File: src/hdl/sfrc_pkg.sv
`default_nettype none

package sfrc_pkg;

   localparam int BUFFER_BYTES = 256;
   localparam int LEN_W        = $clog2(BUFFER_BYTES) + 1;
   localparam int QUEUE_DEPTH  = 2;
   localparam int QPTR_W       = $clog2(QUEUE_DEPTH);
   localparam int QCNT_W       = $clog2(QUEUE_DEPTH + 1);
   localparam int CSR_ADDR_W   = 2;

   localparam logic [7:0] TIMER_STOPPED     = 8'hFE;
   localparam logic [7:0] SHORT_TIMEOUT_RST = 8'd2;
   localparam logic [7:0] CMD_LENGTH_RST    = 8'd4;

   localparam logic [CSR_ADDR_W-1:0] CSR_SHORT_TIMEOUT  = 2'd0;
   localparam logic [CSR_ADDR_W-1:0] CSR_COMMAND_LENGTH = 2'd1;

   localparam logic [2:0] MODE_CODE_IDLE       = 3'd0;
   localparam logic [2:0] MODE_CODE_CMD_READY  = 3'd1;
   localparam logic [2:0] MODE_CODE_CMD_ERR    = 3'd2;
   localparam logic [2:0] MODE_CODE_RX_DATA    = 3'd3;
   localparam logic [2:0] MODE_CODE_DATA_READY = 3'd4;
   localparam logic [2:0] MODE_CODE_DATA_ERR   = 3'd5;

   typedef enum logic [1:0] {
      CMD_BYTE  = 2'd0,
      CMD_TICK  = 2'd1,
      CMD_ARM   = 2'd2,
      CMD_CLEAR = 2'd3
   } cmd_type;

   typedef enum logic [5:0] {
      RX_IDLE       = 6'b000001,
      RX_CMD_READY  = 6'b000010,
      RX_CMD_ERR    = 6'b000100,
      RX_DATA       = 6'b001000,
      RX_DATA_READY = 6'b010000,
      RX_DATA_ERR   = 6'b100000
   } rx_mode_type;

   typedef struct packed {
      cmd_type          cmd;
      logic [7:0]       data_byte;
      logic             line_high;
      logic [LEN_W-1:0] length;
   } op_type;

   typedef struct packed {
      logic   valid;
      op_type op;
   } push_type;

   typedef struct packed {
      logic   valid;
      op_type op;
   } head_type;

   typedef struct packed {
      logic [2:0] mode;
      logic       store_valid;
      logic [7:0] store_index;
      logic [7:0] store_value;
      logic       frame_done;
      logic       checksum_ok;
      logic       speed_high;
      logic       timed_out;
   } result_type;

   function automatic logic [LEN_W-1:0] clamp_len(input logic [LEN_W-1:0] len);
      return (len > LEN_W'(BUFFER_BYTES)) ? LEN_W'(BUFFER_BYTES) : len;
   endfunction

   function automatic logic [7:0] eac_add(input logic [7:0] sum, input logic [7:0] b);
      logic [8:0] t;
      t = {1'b0, sum} + {1'b0, b};
      return t[7:0] + {7'd0, t[8]};
   endfunction

   function automatic logic [2:0] mode_code(input rx_mode_type m);
      logic [2:0] code;
      case (m)
         RX_IDLE:       code = MODE_CODE_IDLE;
         RX_CMD_READY:  code = MODE_CODE_CMD_READY;
         RX_CMD_ERR:    code = MODE_CODE_CMD_ERR;
         RX_DATA:       code = MODE_CODE_RX_DATA;
         RX_DATA_READY: code = MODE_CODE_DATA_READY;
         RX_DATA_ERR:   code = MODE_CODE_DATA_ERR;
         default:       code = MODE_CODE_IDLE;
      endcase
      return code;
   endfunction

endpackage

`default_nettype wire

File: src/hdl/sfrc_if.sv
`default_nettype none

interface sfrc_req_if import sfrc_pkg::*; ();
   logic             valid;
   logic             ready;
   logic [1:0]       command;
   logic [7:0]       data_byte;
   logic             cmd_line_high;
   logic [LEN_W-1:0] block_length;

   modport source (output valid, command, data_byte, cmd_line_high, block_length,
                   input ready);
   modport sink   (input valid, command, data_byte, cmd_line_high, block_length,
                   output ready);
endinterface

interface sfrc_rsp_if import sfrc_pkg::*; ();
   logic       valid;
   logic       ready;
   logic [2:0] mode;
   logic       store_valid;
   logic [7:0] store_index;
   logic [7:0] store_value;
   logic       frame_done;
   logic       checksum_ok;
   logic       speed_high;
   logic       timed_out;

   modport source (output valid, mode, store_valid, store_index, store_value,
                   frame_done, checksum_ok, speed_high, timed_out, input ready);
   modport sink   (input valid, mode, store_valid, store_index, store_value,
                   frame_done, checksum_ok, speed_high, timed_out, output ready);
endinterface

interface sfrc_csr_if import sfrc_pkg::*; ();
   logic                  valid;
   logic                  ready;
   logic [CSR_ADDR_W-1:0] addr;
   logic [7:0]            wdata;

   modport source (output valid, addr, wdata, input ready);
   modport sink   (input valid, addr, wdata, output ready);
endinterface

`default_nettype wire

File: src/hdl/sfrc_front.sv
`default_nettype none

module sfrc_front import sfrc_pkg::*; (
   sfrc_req_if.sink  req,
   input  logic      q_ready,
   output push_type  push
);

   always_comb begin
      req.ready          = q_ready;
      push.valid         = req.valid && q_ready;
      push.op.cmd        = cmd_type'(req.command);
      push.op.data_byte  = req.data_byte;
      push.op.line_high  = req.cmd_line_high;
      push.op.length     = clamp_len(req.block_length);
   end

endmodule

`default_nettype wire

File: src/hdl/sfrc_queue.sv
`default_nettype none

module sfrc_queue import sfrc_pkg::*; (
   input  logic     clock,
   input  logic     reset,
   input  push_type push,
   output logic     q_ready,
   input  logic     pop,
   output head_type head
);

   op_type            entry_ff [QUEUE_DEPTH];
   logic [QPTR_W-1:0] wr_ptr_ff, wr_ptr_in;
   logic [QPTR_W-1:0] rd_ptr_ff, rd_ptr_in;
   logic [QCNT_W-1:0] count_ff, count_in;
   logic              do_push;
   logic              do_pop;

   assign q_ready    = (count_ff != QCNT_W'(QUEUE_DEPTH));
   assign do_push    = push.valid;
   assign do_pop     = pop && (count_ff != '0);
   assign head.valid = (count_ff != '0);
   assign head.op    = entry_ff[rd_ptr_ff];

   always_comb begin
      wr_ptr_in = do_push ? wr_ptr_ff + 1'b1 : wr_ptr_ff;
      rd_ptr_in = do_pop  ? rd_ptr_ff + 1'b1 : rd_ptr_ff;
      count_in  = count_ff + QCNT_W'(do_push) - QCNT_W'(do_pop);
   end

   always_ff @(posedge clock) begin
      if (reset) begin
         wr_ptr_ff <= '0;
         rd_ptr_ff <= '0;
         count_ff  <= '0;
      end else begin
         wr_ptr_ff <= wr_ptr_in;
         rd_ptr_ff <= rd_ptr_in;
         count_ff  <= count_in;
      end
   end

   always_ff @(posedge clock) begin
      if (do_push) begin
         entry_ff[wr_ptr_ff] <= push.op;
      end
   end

endmodule

`default_nettype wire

File: src/hdl/sfrc_back.sv
`default_nettype none

module sfrc_back import sfrc_pkg::*; (
   input  logic        clock,
   input  logic        reset,
   input  head_type    head,
   output logic        pop,
   sfrc_csr_if.sink    csr,
   sfrc_rsp_if.source  rsp
);

   rx_mode_type      rx_mode_ff, rx_mode_in;
   logic [LEN_W-1:0] pos_ff, pos_in;
   logic [LEN_W-1:0] exp_len_ff, exp_len_in;
   logic [7:0]       sum_ff, sum_in;
   logic [7:0]       tmo_ff, tmo_in;
   logic             speed_ff, speed_in;
   logic [7:0]       short_tmo_ff;
   logic [7:0]       cmd_len_ff;
   logic             out_valid_ff, out_valid_in;
   result_type       out_ff, res;
   logic             fire;
   logic             cmd_frame;
   logic             data_frame;
   logic             ok;
   logic [7:0]       tmo_dec;

   assign fire = head.valid && (!out_valid_ff || rsp.ready);
   assign pop  = fire;

   assign csr.ready = 1'b1;

   always_comb begin
      rx_mode_in = rx_mode_ff;
      pos_in     = pos_ff;
      exp_len_in = exp_len_ff;
      sum_in     = sum_ff;
      tmo_in     = tmo_ff;
      speed_in   = speed_ff;
      res        = '0;
      cmd_frame  = !head.op.line_high && (rx_mode_ff == RX_IDLE);
      data_frame = head.op.line_high && (rx_mode_ff == RX_DATA);
      ok         = (sum_ff == head.op.data_byte);
      tmo_dec    = (tmo_ff != 8'd0) ? tmo_ff - 8'd1 : tmo_ff;

      case (head.op.cmd)
         CMD_BYTE: begin
            if (cmd_frame || data_frame) begin
               if (pos_ff < exp_len_ff) begin
                  tmo_in          = short_tmo_ff;
                  res.store_valid = 1'b1;
                  res.store_index = pos_ff[7:0];
                  res.store_value = head.op.data_byte;
                  sum_in          = eac_add(sum_ff, head.op.data_byte);
                  pos_in          = pos_ff + 1'b1;
               end else begin
                  tmo_in          = TIMER_STOPPED;
                  res.frame_done  = 1'b1;
                  res.checksum_ok = ok;
                  if (cmd_frame) begin
                     rx_mode_in = ok ? RX_CMD_READY : RX_CMD_ERR;
                  end else begin
                     rx_mode_in = ok ? RX_DATA_READY : RX_DATA_ERR;
                     speed_in   = speed_ff ^ !ok;
                  end
               end
            end
         end
         CMD_TICK: begin
            if (tmo_ff != TIMER_STOPPED) begin
               tmo_in = tmo_dec;
               if (tmo_dec == 8'd0) begin
                  res.timed_out = 1'b1;
                  speed_in      = !speed_ff;
                  rx_mode_in    = RX_IDLE;
                  tmo_in        = TIMER_STOPPED;
                  exp_len_in    = clamp_len({1'b0, cmd_len_ff});
                  pos_in        = '0;
                  sum_in        = '0;
               end
            end
         end
         CMD_ARM: begin
            exp_len_in = head.op.length;
            pos_in     = '0;
            sum_in     = '0;
            rx_mode_in = RX_DATA;
            tmo_in     = short_tmo_ff;
         end
         CMD_CLEAR: begin
            rx_mode_in = RX_IDLE;
            tmo_in     = TIMER_STOPPED;
            exp_len_in = clamp_len({1'b0, cmd_len_ff});
            pos_in     = '0;
            sum_in     = '0;
         end
         default: begin
            rx_mode_in = rx_mode_ff;
         end
      endcase

      res.mode       = mode_code(rx_mode_in);
      res.speed_high = speed_in;

      if (fire) begin
         out_valid_in = 1'b1;
      end else if (rsp.ready) begin
         out_valid_in = 1'b0;
      end else begin
         out_valid_in = out_valid_ff;
      end
   end

   always_ff @(posedge clock) begin
      if (reset) begin
         rx_mode_ff   <= RX_IDLE;
         pos_ff       <= '0;
         exp_len_ff   <= clamp_len({1'b0, CMD_LENGTH_RST});
         sum_ff       <= '0;
         tmo_ff       <= TIMER_STOPPED;
         speed_ff     <= 1'b0;
         out_valid_ff <= 1'b0;
      end else begin
         out_valid_ff <= out_valid_in;
         if (fire) begin
            rx_mode_ff <= rx_mode_in;
            pos_ff     <= pos_in;
            exp_len_ff <= exp_len_in;
            sum_ff     <= sum_in;
            tmo_ff     <= tmo_in;
            speed_ff   <= speed_in;
         end
      end
   end

   always_ff @(posedge clock) begin
      if (reset) begin
         short_tmo_ff <= SHORT_TIMEOUT_RST;
         cmd_len_ff   <= CMD_LENGTH_RST;
      end else if (csr.valid) begin
         if (csr.addr == CSR_SHORT_TIMEOUT) begin
            short_tmo_ff <= csr.wdata;
         end else if (csr.addr == CSR_COMMAND_LENGTH) begin
            cmd_len_ff <= csr.wdata;
         end
      end
   end

   always_ff @(posedge clock) begin
      if (fire) begin
         out_ff <= res;
      end
   end

   assign rsp.valid       = out_valid_ff;
   assign rsp.mode        = out_ff.mode;
   assign rsp.store_valid = out_ff.store_valid;
   assign rsp.store_index = out_ff.store_index;
   assign rsp.store_value = out_ff.store_value;
   assign rsp.frame_done  = out_ff.frame_done;
   assign rsp.checksum_ok = out_ff.checksum_ok;
   assign rsp.speed_high  = out_ff.speed_high;
   assign rsp.timed_out   = out_ff.timed_out;

endmodule

`default_nettype wire

File: src/hdl/serial_frame_receiver_checksum.sv
// Channel  Dir  Handshake      Payload
// req_ch   in   valid/ready    command, data_byte, cmd_line_high, block_length
// rsp_ch   out  valid/ready    mode, store_*, frame_done, checksum_ok, speed_high, timed_out
// csr_ch   in   valid/ready    addr (0 short_timeout, 1 command_length), wdata
//
// One item per cycle sustained while rsp_ch is ready; a result passes through the item
// queue and then the result register.
// Frame state updates once per item in the back end.
// Synchronous reset; csr_ch is always ready.
// A stalled rsp_ch holds its result; the two-entry queue absorbs items until full.
`default_nettype none

module serial_frame_receiver_checksum import sfrc_pkg::*; (
   input  logic       clock,
   input  logic       reset,
   sfrc_req_if.sink   req_ch,
   sfrc_rsp_if.source rsp_ch,
   sfrc_csr_if.sink   csr_ch
);

   push_type push;
   head_type head;
   logic     q_ready;
   logic     pop;

   sfrc_front u_front (
      .req     (req_ch),
      .q_ready (q_ready),
      .push    (push)
   );

   sfrc_queue u_queue (
      .clock   (clock),
      .reset   (reset),
      .push    (push),
      .q_ready (q_ready),
      .pop     (pop),
      .head    (head)
   );

   sfrc_back u_back (
      .clock (clock),
      .reset (reset),
      .head  (head),
      .pop   (pop),
      .csr   (csr_ch),
      .rsp   (rsp_ch)
   );

endmodule

`default_nettype wire

File: src/flat_wrapper.sv
// flat-port wrapper written by rule: the top's interface ports become plain ports
module serial_frame_receiver_checksum_flat import sfrc_pkg::*;
  (clock, reset, req_ch_valid, req_ch_command, req_ch_data_byte, req_ch_cmd_line_high, req_ch_block_length, req_ch_ready, rsp_ch_valid, rsp_ch_mode, rsp_ch_store_valid, rsp_ch_store_index, rsp_ch_store_value, rsp_ch_frame_done, rsp_ch_checksum_ok, rsp_ch_speed_high, rsp_ch_timed_out, rsp_ch_ready, csr_ch_valid, csr_ch_addr, csr_ch_wdata, csr_ch_ready);
  sfrc_req_if req_ch_i ();
  sfrc_rsp_if rsp_ch_i ();
  sfrc_csr_if csr_ch_i ();
  input  logic clock;
  input  logic reset;
  input wire logic [$bits(req_ch_i.valid)-1:0] req_ch_valid;
  input wire logic [$bits(req_ch_i.command)-1:0] req_ch_command;
  input wire logic [$bits(req_ch_i.data_byte)-1:0] req_ch_data_byte;
  input wire logic [$bits(req_ch_i.cmd_line_high)-1:0] req_ch_cmd_line_high;
  input wire logic [$bits(req_ch_i.block_length)-1:0] req_ch_block_length;
  output wire logic [$bits(req_ch_i.ready)-1:0] req_ch_ready;
  output wire logic [$bits(rsp_ch_i.valid)-1:0] rsp_ch_valid;
  output wire logic [$bits(rsp_ch_i.mode)-1:0] rsp_ch_mode;
  output wire logic [$bits(rsp_ch_i.store_valid)-1:0] rsp_ch_store_valid;
  output wire logic [$bits(rsp_ch_i.store_index)-1:0] rsp_ch_store_index;
  output wire logic [$bits(rsp_ch_i.store_value)-1:0] rsp_ch_store_value;
  output wire logic [$bits(rsp_ch_i.frame_done)-1:0] rsp_ch_frame_done;
  output wire logic [$bits(rsp_ch_i.checksum_ok)-1:0] rsp_ch_checksum_ok;
  output wire logic [$bits(rsp_ch_i.speed_high)-1:0] rsp_ch_speed_high;
  output wire logic [$bits(rsp_ch_i.timed_out)-1:0] rsp_ch_timed_out;
  input wire logic [$bits(rsp_ch_i.ready)-1:0] rsp_ch_ready;
  input wire logic [$bits(csr_ch_i.valid)-1:0] csr_ch_valid;
  input wire logic [$bits(csr_ch_i.addr)-1:0] csr_ch_addr;
  input wire logic [$bits(csr_ch_i.wdata)-1:0] csr_ch_wdata;
  output wire logic [$bits(csr_ch_i.ready)-1:0] csr_ch_ready;
  assign req_ch_i.valid = req_ch_valid;
  assign req_ch_i.command = req_ch_command;
  assign req_ch_i.data_byte = req_ch_data_byte;
  assign req_ch_i.cmd_line_high = req_ch_cmd_line_high;
  assign req_ch_i.block_length = req_ch_block_length;
  assign req_ch_ready = req_ch_i.ready;
  assign rsp_ch_valid = rsp_ch_i.valid;
  assign rsp_ch_mode = rsp_ch_i.mode;
  assign rsp_ch_store_valid = rsp_ch_i.store_valid;
  assign rsp_ch_store_index = rsp_ch_i.store_index;
  assign rsp_ch_store_value = rsp_ch_i.store_value;
  assign rsp_ch_frame_done = rsp_ch_i.frame_done;
  assign rsp_ch_checksum_ok = rsp_ch_i.checksum_ok;
  assign rsp_ch_speed_high = rsp_ch_i.speed_high;
  assign rsp_ch_timed_out = rsp_ch_i.timed_out;
  assign rsp_ch_i.ready = rsp_ch_ready;
  assign csr_ch_i.valid = csr_ch_valid;
  assign csr_ch_i.addr = csr_ch_addr;
  assign csr_ch_i.wdata = csr_ch_wdata;
  assign csr_ch_ready = csr_ch_i.ready;
  serial_frame_receiver_checksum u_core (.clock(clock), .reset(reset), .req_ch(req_ch_i), .rsp_ch(rsp_ch_i), .csr_ch(csr_ch_i));
endmodule
File: config.mk
export PLATFORM = sky130hd
export DESIGN_NAME = serial_frame_receiver_checksum_flat
export DESIGN_NICKNAME = d
export VERILOG_FILES = /design/src/hdl/sfrc_pkg.sv /design/src/hdl/sfrc_if.sv /design/src/hdl/sfrc_front.sv /design/src/hdl/sfrc_queue.sv /design/src/hdl/sfrc_back.sv /design/src/hdl/serial_frame_receiver_checksum.sv /design/src/flat_wrapper.sv
export SDC_FILE = /design/constraint.sdc
export NUM_CORES = 1
export LEC_CHECK = 0
export ABC_AREA = 0
export BUFFER_PORTS_ARGS = -buffer_cell sky130_fd_sc_hd__buf_2
export CORE_ASPECT_RATIO = 1.75
export CORE_MARGIN = 10
export CORE_UTILIZATION = 23
export DETAILED_ROUTE_END_ITERATION = 8
export SLEW_MARGIN = 5
export SYNTH_ARGS = -nofsm -noshare
export SYNTH_HDL_FRONTEND = slang
export SYNTH_SLANG_ARGS = --single-unit
File: constraint.sdc
create_clock -name clock -period 5.8 [get_ports clock]
set_input_delay 0.29 -clock clock [delete_from_list [all_inputs] [get_ports clock]]
set_output_delay 0.29 -clock clock [all_outputs]
set_load 0.02 [all_outputs]
==> flow_metrics.py, run 1 <==
metrics = {
    "sta": {
        "hold_violations": 0,
        "worst_clock_skew_ns": 0.008321,
        "fmax_ghz": 0.2856,
        "rsz0062_at_grt": "no",
        "post-route-period-util": 0.6038,
        "relSlewSlack": 0.2955,
        "worst_slew_pin_slew_ns": 1.057,
        "finalSetupViolCount": 0,
        "slew_viol_final": 0,
        "tns_ns": 0,
        "min_period_ns": 3.502,
        "holdWs_ns": 0.05819,
    },
    "job": {
        "maxCapViolations": 0,
    },
    "cts": {
        "h-tree-depth": 4,
        "postCtsSetupBuffers": 0,
        "cts.path.max_buffers": 2,
        "numClockSinks": 127,
        "cts_tree": "yes",
        "clockRootBuffer": "clkbuf_16",
        "cts_resized": 0,
        "cts_made_buffers": 17,
        "cts_hold_buf": 0,
        "clk_pin_slew_ns": 0.06,
        "clk_latency_ns": 0.42,
    },
    "cells_and_area": {
        "fillCellCount": 2741,
        "stdcell_count": 959,
        "final_nets": 683,
        "drive_gt1_frac": 0.2000,
        "utilization": 0.2772,
        "syn2layout_area_growth_pct": 19.22,
        "insertedDiodeCount": 0,
    },
    "synthesis": {
        "synth_top_area_frac": 0.3121,
        "synthArstFlopShare": 0,
        "synth-seq-area-share": 0.5169,
        "ys_top_cells_by_area": "edfxtp_1 31%, dfxtp_1 20%, nor2_1 5.1%",
        "yosys_most_used_dff": "edfxtp_1",
        "netlist_instances": 567,
        "synth_area_leader_cell": "edfxtp_1",
        "synth-seq-cells": 127,
        "synth.distinct_cells": 62,
        "yosys-top-cells-count": "84 x nor2_1, 64 x edfxtp_1, 63 x dfxtp_1, 28 x a21oi_1, 28 x mux2i_1",
        "avgSynthCellArea_sq_um": 10.86,
        "synth_nets": 627,
        "synth.cell_area_sq_um": 6158,
        "synth_edf_count": 64,
        "yosysWarningCount": 0,
        "yosysMostFrequentCell": "nor2_1",
    },
    "floorplan": {
        "rows": 79,
        "coreArea_sq_um": 26490,
        "num_io_pins": 62,
        "die_area_sq_um": 33980,
        "die-width_microns": 143.7,
        "start_util": 0.2325,
        "die_height_microns": 236.5,
    },
    "critical_path": {
        "arrival_ns": 3.77,
        "path_depth": 16,
        "slowest_delay_ns": 0.55,
        "critPathMostFrequentCell": "ha_1",
        "path_cells": "mux2_2, ha_1, fa_1, a21o_1, a21oi_1, nand2b_1, a21oi_1, o21ai_0, nand2b_1, ha_1, ha_1, and3_1, nand3_1, xnor2_1, a22oi_1, nor2_1",
        "cp-start-kind": "flip-flop",
        "critPathTopFamily": "adder cells",
        "regToRegEndpoint": "u_core.u_back.sum_ff[6]$_SDFFE_PP0P_",
        "critPathKind": "flip-flop to flip-flop",
        "critPathMaxFanout": 9,
        "crit_path_top_delay_cell": "dfxtp_1",
        "r2r_cells": 16,
        "critPathBufInv": 0,
        "cp.required_ns": 6.07,
        "regToRegSetupSlack_ns": 2.30,
        "cp-end-kind": "flip-flop",
        "cp-endpoint": "u_core.u_back.sum_ff[6]$_SDFFE_PP0P_",
    },
    "outcome": {
        "status": "finished clean",
    },
    "place": {
        "gp_congestion": 0.8614,
        "placed_cells": 928,
        "hpwl_microns": 10740,
        "io_buffer_count": 60,
    },
    "route": {
        "vias": 4250,
        "dr.pass1.iters": 4,
        "postRouteAntennaNets": 0,
        "drc": 0,
        "wl_per_cell_microns": 14.67,
        "via_per_inst": 4.432,
        "drt-initial-drc-count": 167,
        "wl_microns": 14070,
    },
    "grt": {
        "grt_pass1_wl_microns": 23070,
        "grt_pass1_vias": 4486,
        "grt_overflow": 0,
        "grt_usage": 0.08719,
        "grt_max_degree": 59,
        "antenna_found_initial": 0,
    },
    "pwr": {
        "power_density_nw_per_um2": 480.9,
        "power_leakage_uw": 0.002740,
        "ir_worst_vdd_mv": 0.2449,
    },
    "hold_path": {
        "hp-class": "input pin to flip-flop",
    },
}
kinds of logic (layout without fill, tap and decap cells):
logic type      after synthesis  count (layout)  synth area share
simple gates                207             207            0.1768
flops                       127             127            0.5169
compound gates              102             102            0.1215
buf+inv                      42             110           0.03088
mux                          37              37           0.06197
xor+xnor                     26              26           0.03941
fa+ha+maj                    25              25           0.05201
other cells                   1               1         0.0006089
flip-flops by register name (all words and copies together) (netlist names), 2 cells and up, named ones only:
name	flops
u_core.u_back.pos_ff	9
u_core.u_back.tmo_ff	8
u_core.u_back.rsp.mode	3
u_core.u_back.exp_len_ff	9
u_core.u_back.sum_ff	8
u_core.u_back.cmd_len_ff	8
u_core.u_back.rx_mode_ff	6
u_core.u_queue.count_ff	2
u_core.u_back.rsp.store_index	8
u_core.u_back.short_tmo_ff	8
u_core.u_back.rsp.store_value	8
u_core.u_queue.entry_ff	40
worst min-delay path by stage:
stage	from	to	slack, ns	depth (start not counted)
3_5_place_dp	u_core.u_back.exp_len_ff[2]$_SDFFE_PP1P_	u_core.u_back.exp_len_ff[2]$_SDFFE_PP1P_	0.45	1
6_report	req_ch_data_byte[5]	u_core.u_queue.entry_ff[1][15]$_DFFE_PP_	0.06	1
2_1_floorplan	req_ch_data_byte[0]	u_core.u_queue.entry_ff[0][10]$_DFFE_PP_	0.39	0
3_3_place_gp	u_core.u_back.exp_len_ff[2]$_SDFFE_PP1P_	u_core.u_back.exp_len_ff[2]$_SDFFE_PP1P_	0.45	1
4_1_cts	req_ch_data_byte[4]	u_core.u_queue.entry_ff[1][14]$_DFFE_PP_	0.04	1
5_1_grt	req_ch_data_byte[4]	u_core.u_queue.entry_ff[1][14]$_DFFE_PP_	0.04	1
cell type report:
| cell class | count | area [sq um] | area share |
|---|---|---|---|
| sequential | 127 | 3183 | 0.4335 |
| multi-input combinational | 398 | 2796 | 0.3809 |
| clock buffer | 19 | 432.9 | 0.05896 |
| tap | 324 | 405.4 | 0.05521 |
| timing repair buffer | 62 | 315.3 | 0.04294 |
| clock inverter | 12 | 145.1 | 0.01977 |
| inverter | 17 | 63.81 | 0.008691 |
metal layers:
layer | part of all wire | global-route usage | up-vias
met4 | 0.033 | 0.05157 | 0
met3 | 0.035 | 0.02405 | 28
met5 | 0 | 0 | -
met2 | 0.54 | 0.1574 | 64
met1 | 0.39 | 0.08571 | 2004
li1 | - | - | 2154
stage by stage:
stage               cell area [sq um]  total power (uW)  worst slack (ns)
CTS                              7340              3577             2.299
global placement                 6761              2506             2.369
global route                     7342              3765             1.926
finish                           7342              3531             2.298
detailed placement               6761              2519             2.326
floorplan                        6158              2217             1.999
cells in the final DEF (no fill, tap or decap), drive strengths merged, types with 12 or more instances in the layout:
cell type,n
nor2,84
edfxtp,64
dfxtp,63
buf,62
a21oi,31
mux2i,28
ha,24
nand2,23
and2,19
clkbuf,19
inv,17
nand2b,16
a211oi,16
xnor2,13
nor2b,12
xor2,12
nand3,12
a22oi,12
where the power goes:
| part | internal, uW | switching, uW |
|---|---|---|
| registers | 1160 | 133 |
| logic | 442 | 747 |
| clock network | 666 | 379 |
Note: power is estimated with default switching activity, not from simulation.
==> run 2: changes to the inputs <==
==> constraint.sdc (replaced) <==
create_clock -name clock -period 3.6 [get_ports clock]
set_input_delay 0.18 -clock clock [delete_from_list [all_inputs] [get_ports clock]]
set_output_delay 0.18 -clock clock [all_outputs]
set_load 0.02 [all_outputs]
==> run 2 against run 1 <==
Compared with the run above: register-to-register slack got worse by 1.9 ns; clock power rose by 64%; setup slack got worse by 1.9 ns; critical path type unchanged; critical endpoint is now u_core.u_back.sum_ff[7]$_SDFFE_PP0P_; largest cell class unchanged.
==> flow_metrics.py, run 2 (same netlist as run 1, synthesis figures left out) <==
metrics = {
    "outcome": {
        "status": "finished clean",
    },
    "route": {
        "drc": 0,
        "postRouteAntennaNets": 0,
        "via_per_inst": 4.397,
        "drt-initial-drc-count": 143,
        "vias": 4300,
        "dr.max_layer_used": "met4",
        "wl_met3_microns": 457,
        "wl_microns": 13820,
        "dr.pass1.iters": 4,
        "wl_met2_microns": 7753,
        "wl_per_cell_microns": 14.13,
        "m1WireLength_microns": 5349,
    },
    "critical_path": {
        "cp-end-kind": "flip-flop",
        "regToRegEndpoint": "u_core.u_back.sum_ff[7]$_SDFFE_PP0P_",
        "r2r_cells": 15,
        "slowest_delay_ns": 0.43,
        "path_cells": "buf_4, mux2_2, fa_1, a21o_1, a21oi_1, nand2b_1, a21oi_1, o21ai_0, nand2b_1, ha_1, and3_1, and3_1, nand3_1, xor3_1, o22ai_1",
        "arrival_ns": 3.58,
        "regToRegSetupSlack_ns": 0.37,
        "cp.required_ns": 3.95,
        "critPathKind": "flip-flop to flip-flop",
        "critPathMaxFanout": 7,
        "crit_path_top_delay_cell": "fa_1",
        "cp-start-kind": "flip-flop",
    },
    "hold_path": {
        "whs_endpoint": "u_core.u_back.short_tmo_ff[2]$_SDFFE_PP0P_",
        "worstHoldPathCells": 3,
        "hold_path.startpoint": "csr_ch_wdata[2]",
        "hp-class": "input pin to flip-flop",
    },
    "sta": {
        "worst_slew_pin_slew_ns": 1.044,
        "fmax_ghz": 0.3093,
        "worst_clock_skew_ns": 0.006150,
        "hold_violations": 0,
        "holdWs_ns": 0.02748,
        "finalSetupViolCount": 0,
        "setup_slack_ns": 0.3671,
        "slew_viol_final": 0,
        "tns_ns": 0,
        "relSlewSlack": 0.3031,
        "min_period_ns": 3.233,
        "rsz0062_at_grt": "no",
        "post-route-period-util": 0.8980,
    },
    "cells_and_area": {
        "final_common_cell": "nor2_1",
        "syn2layout_area_growth_pct": 22.21,
        "largest_register": "u_core.u_queue.entry_ff",
        "insertedDiodeCount": 0,
        "layout_common_cells": "83 x nor2_1, 64 x edfxtp_1, 63 x dfxtp_1, 60 x buf_2",
        "postLayoutCellArea_sq_um": 7526,
        "multi_input_comb_area_sq_um": 2794,
        "drive_gt1_frac": 0.2049,
        "final_nets": 701,
        "fillCellCount": 2761,
        "largest_reg_flops": 40,
        "seq_area_sq_um": 3183,
        "reg_top3": "u_core.u_queue.entry_ff (40), u_core.u_back.exp_len_ff (9), u_core.u_back.pos_ff (9)",
    },
    "floorplan": {
        "die_height_microns": 236.5,
        "die-width_microns": 143.7,
        "coreArea_sq_um": 26490,
        "start_util": 0.2325,
        "rows": 79,
        "num_io_pins": 62,
        "die_area_sq_um": 33980,
    },
    "pwr": {
        "power_density_nw_per_um2": 763.0,
        "power_leakage_uw": 0.002830,
        "ir_worst_vdd_mv": 0.3564,
    },
    "grt": {
        "grt_max_degree": 40,
        "grt_usage": 0.08481,
        "antenna_found_initial": 0,
        "grt_pass1_vias": 4355,
        "grt_pass1_wl_microns": 22630,
        "grt_overflow": 0,
    },
    "cts": {
        "cts_tree": "yes",
        "cts_made_buffers": 17,
        "clk_latency_ns": 0.43,
        "clk_pin_slew_ns": 0.06,
        "h-tree-depth": 4,
        "cts.path.max_buffers": 2,
        "numClockSinks": 127,
        "postCtsSetupBuffers": 0,
        "clockRootBuffer": "clkbuf_16",
    },
    "place": {
        "io_buffer_count": 60,
        "hpwl_microns": 10680,
        "dpl_cell_area_sq_um": 6799,
        "place_ws_ns": 0.3439,
        "gp_congestion": 0.8300,
    },
    "job": {
        "maxCapViolations": 0,
    },
}
-- run 2: cell count changes in the layout (fill, tap and decap cells not counted) --
cell,before,now
dlygate4sd3_1,0,13
buf_4,2,7
clkinv_4,0,2
clkbuf_1,2,1
clkinv_1,2,1
inv_6,0,1
nor2_1,82,83
nor2_2,2,1
-- run 2: what timing repair did --
| action | in CTS | in global routing |
|---|---|---|
| resized for setup | 0 | 0 |
| hold endpoints to repair | 26 | 0 |
| hold buffers | 13 | 0 |
-- run 2: area by class of cell --
| class | instances | area share |
|---|---|---|
| Inverter | 17 | 0.008479 |
| Multi-Input combinational cell | 398 | 0.3712 |
| Timing Repair Buffer | 80 | 0.06417 |
| Sequential cell | 127 | 0.4229 |
| Tap cell | 324 | 0.05387 |
| Clock inverter | 14 | 0.02228 |
| Clock buffer | 18 | 0.05702 |
-- run 2: where the power goes --
| part | internal (uW) | total [uW] | switching (uW) | leakage, uW |
|---|---|---|---|---|
| logic | 745 | 1950 | 1210 | 0.00143 |
| clock network | 1080 | 1720 | 636 | 0.000276 |
| registers | 1870 | 2070 | 194 | 0.00113 |
| total | 3700 | 5740 | 2040 | 0.00283 |
-- run 2: metrics by stage --
stage            util  instances  power, uW
2_1_floorplan       -        567       3573
3_3_place_gp   0.2567        933       4051
3_5_place_dp   0.2567        933       4067
4_1_cts        0.2841        978       5818
5_1_grt        0.2841        978       6117
6_report       0.2841        978       5742
-- run 2: worst max-delay path: cells and delay by family, from the launching register on --
kind | cells | cell delay (ns)
AO/OA/AOI/OAI | 5 | 0.70
buffers and inverters | 1 | 0.17
flip-flops | 1 | 0.35
multiplexers | 1 | 0.38
adder cells (fa/ha/maj) | 2 | 0.62
AND/OR/NAND/NOR | 5 | 0.71
XOR/XNOR | 1 | 0.22
-- run 2: how the worst max path moves through the flow --
stage / from / end / cells after the start
5_1_grt: flip-flop / u_core.u_back.sum_ff[7]$_SDFFE_PP0P_ / 15
2_1_floorplan: flip-flop / u_core.u_back.sum_ff[7]$_SDFFE_PP0P_ / 17
3_3_place_gp: flip-flop / u_core.u_back.sum_ff[6]$_SDFFE_PP0P_ / 16
6_report: flip-flop / u_core.u_back.sum_ff[7]$_SDFFE_PP0P_ / 15
4_1_cts: flip-flop / u_core.u_back.sum_ff[7]$_SDFFE_PP0P_ / 15
3_5_place_dp: flip-flop / u_core.u_back.sum_ff[7]$_SDFFE_PP0P_ / 15
-- run 2: routing by layer --
| metal | vias up | global-route usage |
|---|---|---|
| met1 | 2028 | 0.08333 |
| met5 | - | 0 |
| met2 | 61 | 0.1581 |
| li1 | 2199 | - |
| met4 | 0 | 0.03945 |
| met3 | 12 | 0.02325 |
